[config.mk]
export PLATFORM = sky130hd
export DESIGN_NAME = spl_front
export DESIGN_NICKNAME = d
export VERILOG_FILES = /design/src/rtl/core/spl_pkg.sv /design/src/rtl/core/spl_front.sv
export SDC_FILE = /design/constraint.sdc
export NUM_CORES = 1
export LEC_CHECK = 0
export BUFFER_PORTS_ARGS = -buffer_cell sky130_fd_sc_hd__buf_4
export CORE_AREA = 4 4 68 70
export DETAILED_ROUTE_END_ITERATION = 8
export DIE_AREA = 0 0 72 74
export GPL_TIMING_DRIVEN = 1
export PLACE_DENSITY = 0.85
export SYNTH_ARGS = -nofsm -noshare
export SYNTH_HDL_FRONTEND = slang
export SYNTH_SLANG_ARGS = --single-unit
[constraint.sdc]
create_clock -name vclk -period 1.4
set_input_delay 0 -clock vclk [all_inputs]
set_output_delay 0 -clock vclk [all_outputs]
set_load 0.01 [all_outputs]
[src/rtl/core/spl_pkg.sv]
// Shared types, constants and saturation helpers for the cubic spline evaluator.
// Depends on nothing; every other file in rtl/core imports it.
package spl_pkg;

	localparam int MAX_KNOTS = 64;
	localparam int KAW       = $clog2(MAX_KNOTS);
	localparam int KC_W      = 7;
	localparam int CFG_IDX_W = 3;
	localparam int CFG_W     = 48;

	localparam logic [1:0] CMD_KNOT = 2'd0;
	localparam logic [1:0] CMD_COEF = 2'd1;
	localparam logic [1:0] CMD_EVAL = 2'd2;

	localparam logic [2:0] REG_KNOT_COUNT = 3'd0;
	localparam logic [2:0] REG_X_BIAS     = 3'd1;
	localparam logic [2:0] REG_INV_SCALE  = 3'd2;
	localparam logic [2:0] REG_Y_BIAS     = 3'd3;
	localparam logic [2:0] REG_SCALE_Y    = 3'd4;

	localparam logic [1:0] SEL_CUBIC  = 2'd0;
	localparam logic [1:0] SEL_SQUARE = 2'd1;
	localparam logic [1:0] SEL_LINEAR = 2'd2;
	localparam logic [1:0] SEL_CONST  = 2'd3;

	localparam logic [1:0] FLAG_IN    = 2'd0;
	localparam logic [1:0] FLAG_BELOW = 2'd1;
	localparam logic [1:0] FLAG_ABOVE = 2'd2;

	localparam logic [1:0] SH_18 = 2'd0;
	localparam logic [1:0] SH_30 = 2'd1;
	localparam logic [1:0] SH_32 = 2'd2;

	typedef struct packed {
		logic [1:0]         kind;
		logic [5:0]         index;
		logic [1:0]         sel;
		logic signed [47:0] value;
		logic signed [31:0] x_in;
	} item_t;

	typedef struct packed {
		logic [KC_W-1:0]    knot_count;
		logic signed [31:0] x_bias;
		logic [47:0]        inv_scale_x;
		logic signed [31:0] y_bias;
		logic [31:0]        scale_y;
	} cfg_t;

	typedef struct packed {
		logic [47:0] a_mag;
		logic [32:0] b_mag;
		logic        neg;
		logic [1:0]  sh;
	} mul_req_t;

	function automatic logic signed [31:0] sat32(input logic signed [63:0] v);
		if (v > 64'sh7FFF_FFFF) return 32'sh7FFF_FFFF;
		if (v < -64'sh8000_0000) return -32'sh8000_0000;
		return v[31:0];
	endfunction

	function automatic logic signed [47:0] sat48(input logic signed [63:0] v);
		if (v > 64'sh7FFF_FFFF_FFFF) return 48'sh7FFF_FFFF_FFFF;
		if (v < -64'sh8000_0000_0000) return -48'sh8000_0000_0000;
		return v[47:0];
	endfunction

endpackage

[src/rtl/core/spl_front.sv]
// Front end: takes command beats, drops ones that do nothing, saturates knots.
// Depends on spl_pkg.
module spl_front import spl_pkg::*; (
	input  logic               start,
	input  logic               q_full,
	input  logic [1:0]         command,
	input  logic [5:0]         index,
	input  logic [1:0]         coef_sel,
	input  logic signed [47:0] value,
	input  logic signed [31:0] x_in,
	output logic               push,
	output item_t              item
);
	logic take;
	logic keep;

	assign take = start & ~q_full;

	always_comb begin
		unique case (command)
			CMD_KNOT: keep = (int'(index) < MAX_KNOTS);
			CMD_COEF: keep = (int'(index) < MAX_KNOTS - 1);
			CMD_EVAL: keep = 1'b1;
			default:  keep = 1'b0;
		endcase
	end

	assign push = take & keep;

	always_comb begin
		item.kind  = command;
		item.index = index;
		item.sel   = coef_sel;
		item.x_in  = x_in;
		// knots are stored as Q2.30, so clip the written value to 32 bits
		if (command == CMD_KNOT)
			item.value = 48'(sat32(64'(value)));
		else
			item.value = value;
	end
endmodule

# Yosys cells after proc, flatten, opt, wreduce, memory -nomap -nowiden
# Index checks and enable logic that the tools add are counted.
# classes
magnitude_cmp	3
eq_ne	2
mux	11
bitwise	3
n_reduce_logical	2
# ops
op	n
2-to-1 mux 32 bit	4
greater-than comparator 48 x 32 -> 1 bit, second input constant	1
less-than comparator 48 x 32 -> 1 bit, second input constant	1
2-to-1 mux 48 bit	1
less-than comparator 6 bit, second input constant	1
2-to-1 mux 1 bit	5
AND 1 bit	2
== test 2 x 1 -> 1 bit, second input constant	1
== test 2 bit, second input constant	1
zero test 2 bit	1
one-hot mux 1 bit (2 select lines)	1
OR reduction 2 bit	1
inverter 1 bit	1
# totals
ff_bits	0
word_cells	21

# Logic depth before layout (Yosys ltp)
# logic_depth
depth_word	8
ltp_mapped	5

# Worst setup path before layout
# No wires, ideal clock.
# synth_timing
kind	input port to output port
startpoint	input value[43]
endpoint	output item[38] in the netlist's numbering
t_arrival_ns	1.052
required_time_ns	1.400
slack_ns	0.348
cell_stages	5
n_path_buf	1
path_cell_list	nand4_1 or4_1 nand3_1 buf_2 a21o_1
# synth_lines
item	line_no	text
start: declaration	spl_front.sv:9	input logic signed [47:0] value,
end: declaration	spl_front.sv:12	output item_t item

==> flow_summary.ini <==
[sta]
post-route-period-util = 0.943
fin_setup_tns_ns = 0
tightest_slew_ns = 0.313
clock.fmax_mhz = 758
maxSlewViolCount = 0
rsz0062_at_grt = no
timing.final.hold_violations = 0
slew_headroom = 0.791
final-setup-viol-count = 0
period_needed_ns = 1.32

[layout]
syn2layout_area_growth_pct = 64.2
final_common_cell = buf_4
seq_area_sq_um = 0
nClkBuffers = 0
fillCellCount = 421
seq_cells = 0
layout.cells.non_filler = 253
final_area_sq_um = 1540
diodes = 0
fin_nets = 297
layout_common_cells = buf_4 (118), a21o_2 (29), nand2_1 (17)
drive_above_1_share = 0.744

[grt]
grt_antenna_before_repair = 0
grt_pass1_vias = 1054
grt-ovfl-total = 0
grtUsageTotal = 0.117
grt_pass1_wl_um = 5130
grt_max_degree = 33

[clock_network]
hold_buffers = 0
cts_resized = 0
post-cts-setup-buffers = 0

[power]
p_comb_frac = 1.000
p_leak_nw = 0.889
clock_power_share = 0
ir_drop_mv = 0.106
seq_power_share = 0
switching_power_mw = 0.232
switching_share = 0.409
p_per_area_nw_per_um2 = 369
power.internal_mw = 0.335

[floorplanning]
io_pins = 183
rows = 23
die-height_um = 74
core_area_sq_um = 3970
chipWidth_um = 72
die_area_sq_um = 5330
start_util = 0.236

[placed_design]
port_buffers = 115
hpwl_um = 3150
dp_cells = 253
place.gp.congestion = 0.717
postPlaceCellArea_sq_um = 1540

[yosys]
synthCells = 136
syn-cell-area_sq_um = 936
ys_types = 21
avgSynthCellArea_sq_um = 6.88
synth_nets = 228
ys.warnings.count = 0
synth-seq-area-share = 0

[routing]
via_count = 1147
routedWlPerCell_um = 14.9
viasPerCell = 4.53
drtIter0Drc = 19
wl_um = 3770
drt-pass1-iter-count = 4
final_antenna_net_count = 0
drc = 0

[run]
max_cap_violations = 0

[critical_path]
cp_max_fo = 31
endpoint_kind = primary output
start_kind = input pin
cp.required_ns = 1.40
crit_path_start = value[31]
worstPathArrival_ns = 1.32
path_class = input pin to primary output

[hold_path]
worstHoldStart = x_in[15]
min_path_type = input pin to primary output

[outcome]
status = complete, no violations
stage by stage:
step	setup slack [ns]	utilization	hold slack (ns)	power, mW
global placement	0.0637	0.387	0.0000686	0.567
detailed placement	0.0796	0.387	0.0000686	0.573
CTS	0.0679	0.387	0.0000686	0.576
global route	0.0108	0.387	0.0000151	0.611
finish	0.0800	0.387	0.00000389	0.568
floorplan	0.348	-	0.0918	0.337
power by group through the flow:
stage	logic (mW)	clock network (mW)	registers [mW]
after floorplan	0.337	0	0
final	0.568	0	0
after global routing	0.611	0	0
after detailed placement	0.573	0	0
after global placement	0.567	0	0
after CTS	0.576	0	0
path summary, 6_finish.rpt:
check | to | slack (ns) | depth (start not counted)
max | item[62] | 0.08 | 7
min | item[15] | 0.000004 | 0
per-layer routing:
metal / part of all wire / global-route usage
met1: 0.37 / 0.140
met2: 0.53 / 0.218
met3: 0.082 / 0.0176
met4: 0.020 / 0.0271
met5: 0 / 0
synth_stat cells:
cell type       n  area share
buf_4          42        0.34
a21o_2         29        0.27
nand2_1        17       0.068
o21ai_0        15       0.080
nand4_1         5       0.033
clkbuf_1        4       0.016
buf_2           3       0.016
buf_6           3       0.036
nor2_1          3       0.012
nor4_1          3       0.020
a21o_1          2       0.016
a2111oi_4       1       0.029
a21oi_1         1      0.0053
and3b_1         1      0.0094
and4_4          1       0.012
dlygate4sd1_1   1      0.0094
inv_1           1      0.0040
nand3_1         1      0.0053
nor3_1          1      0.0053
o21ai_1         1      0.0053
or4_1           1      0.0080
critical path: stages:
cell and delay (ns):
buf_4 0.10, nand4_1 0.10, or4_1 0.52, nand3_1 0.15, buf_12 0.19, a21o_2 0.15
buf_4 0.11
kinds of logic after synthesis:
family	Yosys count	synth area share
buffers and inverters	54	0.418
and+or+nand+nor	33	0.174
AOI/OAI and AO/OA	49	0.408
area by class of cell:
type	count	area (sq um)	share of cell area
repair buffers	120	926	0.603
multi-input cells	82	544	0.354
well taps	50	62.6	0.0407
inverters	1	3.75	0.00244
No activity file was read; power rests on OpenSTA's default activity.
