**src/rtl/core/spl_pkg.sv**
```systemverilog
// Shared types, constants and saturation helpers for the cubic spline evaluator.
// Depends on nothing; every other file in rtl/core imports it.
package spl_pkg;

	localparam int MAX_KNOTS = 64;
	localparam int KAW       = $clog2(MAX_KNOTS);
	localparam int KC_W      = 7;
	localparam int CFG_IDX_W = 3;
	localparam int CFG_W     = 48;

	localparam logic [1:0] CMD_KNOT = 2'd0;
	localparam logic [1:0] CMD_COEF = 2'd1;
	localparam logic [1:0] CMD_EVAL = 2'd2;

	localparam logic [2:0] REG_KNOT_COUNT = 3'd0;
	localparam logic [2:0] REG_X_BIAS     = 3'd1;
	localparam logic [2:0] REG_INV_SCALE  = 3'd2;
	localparam logic [2:0] REG_Y_BIAS     = 3'd3;
	localparam logic [2:0] REG_SCALE_Y    = 3'd4;

	localparam logic [1:0] SEL_CUBIC  = 2'd0;
	localparam logic [1:0] SEL_SQUARE = 2'd1;
	localparam logic [1:0] SEL_LINEAR = 2'd2;
	localparam logic [1:0] SEL_CONST  = 2'd3;

	localparam logic [1:0] FLAG_IN    = 2'd0;
	localparam logic [1:0] FLAG_BELOW = 2'd1;
	localparam logic [1:0] FLAG_ABOVE = 2'd2;

	localparam logic [1:0] SH_18 = 2'd0;
	localparam logic [1:0] SH_30 = 2'd1;
	localparam logic [1:0] SH_32 = 2'd2;

	typedef struct packed {
		logic [1:0]         kind;
		logic [5:0]         index;
		logic [1:0]         sel;
		logic signed [47:0] value;
		logic signed [31:0] x_in;
	} item_t;

	typedef struct packed {
		logic [KC_W-1:0]    knot_count;
		logic signed [31:0] x_bias;
		logic [47:0]        inv_scale_x;
		logic signed [31:0] y_bias;
		logic [31:0]        scale_y;
	} cfg_t;

	typedef struct packed {
		logic [47:0] a_mag;
		logic [32:0] b_mag;
		logic        neg;
		logic [1:0]  sh;
	} mul_req_t;

	function automatic logic signed [31:0] sat32(input logic signed [63:0] v);
		if (v > 64'sh7FFF_FFFF) return 32'sh7FFF_FFFF;
		if (v < -64'sh8000_0000) return -32'sh8000_0000;
		return v[31:0];
	endfunction

	function automatic logic signed [47:0] sat48(input logic signed [63:0] v);
		if (v > 64'sh7FFF_FFFF_FFFF) return 48'sh7FFF_FFFF_FFFF;
		if (v < -64'sh8000_0000_0000) return -48'sh8000_0000_0000;
		return v[47:0];
	endfunction

endpackage

```
**src/rtl/core/spl_queue.sv**
```systemverilog
// Two-entry show-ahead queue between the front end and the evaluator.
// Depends on spl_pkg.
module spl_queue import spl_pkg::*; (
	input  logic  clk,
	input  logic  arst_n,
	input  logic  push,
	input  item_t din,
	input  logic  pop,
	output item_t head,
	output logic  full,
	output logic  empty
);
	item_t      mem_q [2];
	logic       wp_q;
	logic       rp_q;
	logic [1:0] cnt_q;

	assign full  = (cnt_q == 2'd2);
	assign empty = (cnt_q == 2'd0);
	assign head  = mem_q[rp_q];

	always_ff @(posedge clk) begin
		if (push) mem_q[wp_q] <= din;
	end

	always_ff @(posedge clk or negedge arst_n) begin
		if (!arst_n) begin
			wp_q  <= 1'b0;
			rp_q  <= 1'b0;
			cnt_q <= 2'd0;
		end else begin
			if (push) wp_q <= ~wp_q;
			if (pop) rp_q <= ~rp_q;
			cnt_q <= cnt_q + 2'(push) - 2'(pop);
		end
	end
endmodule

```
**config.mk**
```make
export PLATFORM = sky130hd
export DESIGN_NAME = spl_queue
export DESIGN_NICKNAME = d
export VERILOG_FILES = /design/src/rtl/core/spl_pkg.sv /design/src/rtl/core/spl_queue.sv
export SDC_FILE = /design/constraint.sdc
export NUM_CORES = 1
export LEC_CHECK = 0
export ABC_AREA = 1
export ABC_CLOCK_PERIOD_IN_PS = 14900
export BUFFER_PORTS_ARGS = -buffer_cell sky130_fd_sc_hd__buf_2
export CORE_ASPECT_RATIO = 2
export CORE_MARGIN = 2
export CORE_UTILIZATION = 55
export DETAILED_ROUTE_END_ITERATION = 7
export HOLD_SLACK_MARGIN = 0.06
export PLACE_DENSITY = 0.83
export SLEW_MARGIN = 20
export SYNTH_ARGS = -nofsm -noshare
export SYNTH_HDL_FRONTEND = slang
export SYNTH_SLANG_ARGS = --single-unit
```
**constraint.sdc**
```tcl
create_clock -name clk -period 14.9 [get_ports clk]
set_clock_uncertainty 0.15 [all_clocks]
set_input_delay 1.49 -clock clk [delete_from_list [all_inputs] [get_ports clk]]
set_output_delay 1.49 -clock clk [all_outputs]
set_load 0.02 [all_outputs]
```
# ---- Word-level counts from Yosys, hierarchy flattened
# Memories as Yosys holds them, arrays and structs flattened.
# Cells that the tools add are included.
dict set report classes {
  reduce_logical 1
  n_eq_ne 1
  addsub 2
  n_bitwise 2
  muxes 2
}
# op count
set op_table {}
lappend op_table {{adder 2 x 1 -> 2 bit} 1}
lappend op_table {{equality test 2 bit (second input constant)} 1}
lappend op_table {{zero test 2 bit} 1}
lappend op_table {{2-to-1 mux 1 bit} 2}
lappend op_table {{NOT 1 bit} 2}
lappend op_table {{subtractor 2 x 1 -> 2 bit} 1}
dict set report word_totals {
  output_inout_bits 92
  ram_bits 180
  elab_cells 12
  n_memories 1
  register_bits 4
  input_bits 94
}
# name depth word_bits rd rd_clocked_by_memory_dff write_ports line
set memory_table {}
lappend memory_table {mem_q 2 90 1 0 1 spl_queue.sv:13} ;# item_t mem_q [2];

# ---- Longest topological paths before layout
dict set report depth {
  word_depth 2
  ltp_mapped 7
  depth_no_buf 7
}

# ---- Worst setup path before layout
# No wires, ideal clock.
dict set report synth_timing {
  path_type {input to register}
  startpoint {input push}
  endpoint {memory mem_q[0][0] in the netlist's numbering, enable pin}
  cell_stages 2
  n_path_buf 0
  t_arrival_ns 5.299
  setup_slack_ns 8.910
  path_cell_list {inv_1 nor2_1}
}
dict set report synth_via {
  elab_chain_cells 2
}
# item line
set synth_rtl {}
lappend synth_rtl {{from (decl)} spl_queue.sv:6} ;# input logic push,
lappend synth_rtl {{2-to-1 mux 1 bit} spl_queue.sv:23} ;# if (push) mem_q[wp_q] <= din;
lappend synth_rtl {{2-to-1 mux 1 bit (implied by the code)} spl_queue.sv:23}
lappend synth_rtl {{to (decl)} spl_queue.sv:13}
# Every way passes these cells.

==> flow_summary.ini <==
[finish]
n_fill_cell = 901
syn_to_final_growth_pct = 21.79
design_area_sq_um = 8596
drive_gt1_frac = 0.3468
nets = 779

[setup_path]
worstPathArrival_ns = 2.77
worstRegToRegCells = 3
cp_max_fo = 107
cp-startpoint = rp_q
ff2ff_setup_slack_ns = 12.63
worstPathRequired_ns = 13.26
r2r-end = mem_q[1][44]
rr_startpoint = wp_q
critical_path_class = reg2out
cp-end-kind = primary output
startpoint_type = flop

[clocking]
path_clk_slew_ns = 0.07
ctsLongestPathBuffers = 2
insertion_delay_ns = 0.42
cts.sinks = 184
cts_resized = 0
cts_tree = yes
cts_root_buf = clkbuf_16
htreeDepth = 4
postCtsSetupBuffers = 0
hold_buffers = 0
cts_buffers = 17

[routing]
ant_nets = 0
drcViolationCount = 0
drt_wl_total_um = 13250
vias_per_cell = 5.008
num_vias = 4237
wl_per_cell_um = 15.66
dr.pass1.iters = 4
drt_iter0_drc = 281

[sta]
period_share = 0.2962
slew_violations = 0
rsz0062_at_grt = no
min_period_ns = 4.413
max_slew_margin = 0.2901
setup_viol = 0
timing.setup.tns_ns = 0
timing.fmax_mhz = 226.6
tightestPinTransition_ns = 1.065
final-hold-violation-count = 0
setup_ws_ns = 10.49

[logic_synthesis]
syn-instance-count = 495
synthXorXnorAreaFrac = 0.002482
synth_area_leaders = edfxtp_1 (77%), o21ai_1 (5.6%), inv_1 (5.2%), nand2_1 (4.6%), buf_12 (2.8%)
ys_warn_count = 0
synth_top_cell_by_area = edfxtp_1
synth_top_family_by_area = buffers and inverters
synth_top_area_share = 0.7658
synth_compound_area_frac = 0.06967
async_reset_ff_frac = 0.02174
synth_nets = 591
yosysMostFrequentCell = edfxtp_1
syn_avg_cell_area_sq_um = 14.26
ys_types = 15
syn_area_sq_um = 7058
yosys.area_share.simple = 0.05690
netlist_top_cells_count = edfxtp_1 (180), inv_1 (97), nand2_1 (86)
ys_ff_latch = 184
ys.flop_type = edfxtp_1
synth-edff-count = 180
yosysSeqAreaShare = 0.7800
synthAdderAreaFrac = 0.003545
synth.area.mux_share = 0

[job]
max-cap-violations = 0

[place]
gp_congestion = 0.8102
dpl.hpwl_um = 8980
place_area_sq_um = 7954
post-place-ws_ns = 10.92
port_buffers = 185

[min_path]
holdCritPathClass = reg2reg
min_to = wp_q
hold_depth = 1
hold_start = wp_q

[die]
start_util = 0.5622
die_h_um = 164.2
die-area_sq_um = 13810
dieWidth_um = 84.10
core-area_sq_um = 12550
pin_count = 186
fp-row-count = 58

[global_route]
grtUsageTotal = 0.1922
antenna_found_initial = 2
overflow = 0
grt_pass1_wl_um = 19810
grt_start_max_net_pins = 108
grt_pass1_vias = 4337

[power_and_ir_drop]
ir_worst_vdd_uv = 132.3
p_leak_nw = 3.707
power.density_nw_per_um2 = 205.5

[status]
status = completed
worst max-delay path by stage:
stage                  end  slack (ns)  cells after the start
4_1_cts           head[72]       10.45                      4
3_5_place_dp      head[76]       10.92                      4
6_report          head[18]       10.49                      4
3_3_place_gp      head[76]       10.99                      4
5_1_grt           head[35]       10.24                      4
2_1_floorplan  mem_q[0][0]        8.91                      2
worst max-delay path: stages (launching register included):
cell and delay [ns]:
dfrtp_4 0.89, buf_4 0.88, nand2_1 0.11, o21ai_1 0.15, buf_2 0.19
area by class of cell:
| class | count | area (sq um) | area share |
|---|---|---|---|
| Timing Repair Buffer | 189 | 968.4 | 0.1127 |
| Antenna cell | 1 | 2.502 | 0.0002911 |
| Inverter | 97 | 365.4 | 0.04250 |
| Sequential cell | 184 | 5509 | 0.6409 |
| Multi-Input combinational cell | 194 | 943.4 | 0.1098 |
| Clock buffer | 17 | 425.4 | 0.04949 |
| Tap cell | 150 | 187.7 | 0.02183 |
| Clock inverter | 14 | 193.9 | 0.02256 |
metrics by stage:
step / power, mW / hold WS, ns / utilization / instances
5_1_grt: 1.854 / 0.4196 / 0.6847 / 846
3_5_place_dp: 1.315 / 0.3967 / 0.6335 / 813
3_3_place_gp: 1.293 / 0.3798 / 0.6335 / 813
6_report: 1.766 / 0.4015 / 0.6847 / 846
2_1_floorplan: 1.183 / 0.3134 / - / 495
4_1_cts: 1.781 / 0.4077 / 0.6829 / 844
cells by family after synthesis:
kind of cell / after synthesis
flops: 184
buf+inv: 117
xor+xnor: 2
compound gates: 90
fa+ha+maj: 2
simple gates: 100
cell usage in the layout, fill, tap and decap left out, drive strengths merged:
| master | synthesis | routed |
|---|---|---|
| dfrtp | 4 | 4 |
| clkinv | 0 | 6 |
| xor2 | 2 | 2 |
| clkbuf | 3 | 17 |
| o21ai | 90 | 90 |
| nor2 | 3 | 3 |
| nand3 | 1 | 1 |
| nand2 | 96 | 96 |
| edfxtp | 180 | 180 |
| clkinvlp | 0 | 1 |
| bufinv | 0 | 4 |
| buf | 17 | 189 |
| diode | 0 | 1 |
| ha | 2 | 2 |
| inv | 97 | 100 |
state kept, by name (all words and copies together) (netlist names):
name,flops
mem_q,180
rp_q,1
cnt_q,2
wp_q,1
per-layer routing:
metal  vias up  routed length [um]  GRT usage
met1      1992                4382     0.1773
met5         -                   0          0
met4         0                 705     0.1349
li1       2032                   -          -
met2       163                7404     0.3553
met3        50                 755    0.05075
power breakdown:
part	internal [mW]	switching, mW
Clock	0.281	0.186
Sequential	0.688	0.0547
Combinational	0.167	0.389
Total	1.14	0.630
Power figures use the tool's default switching activity.
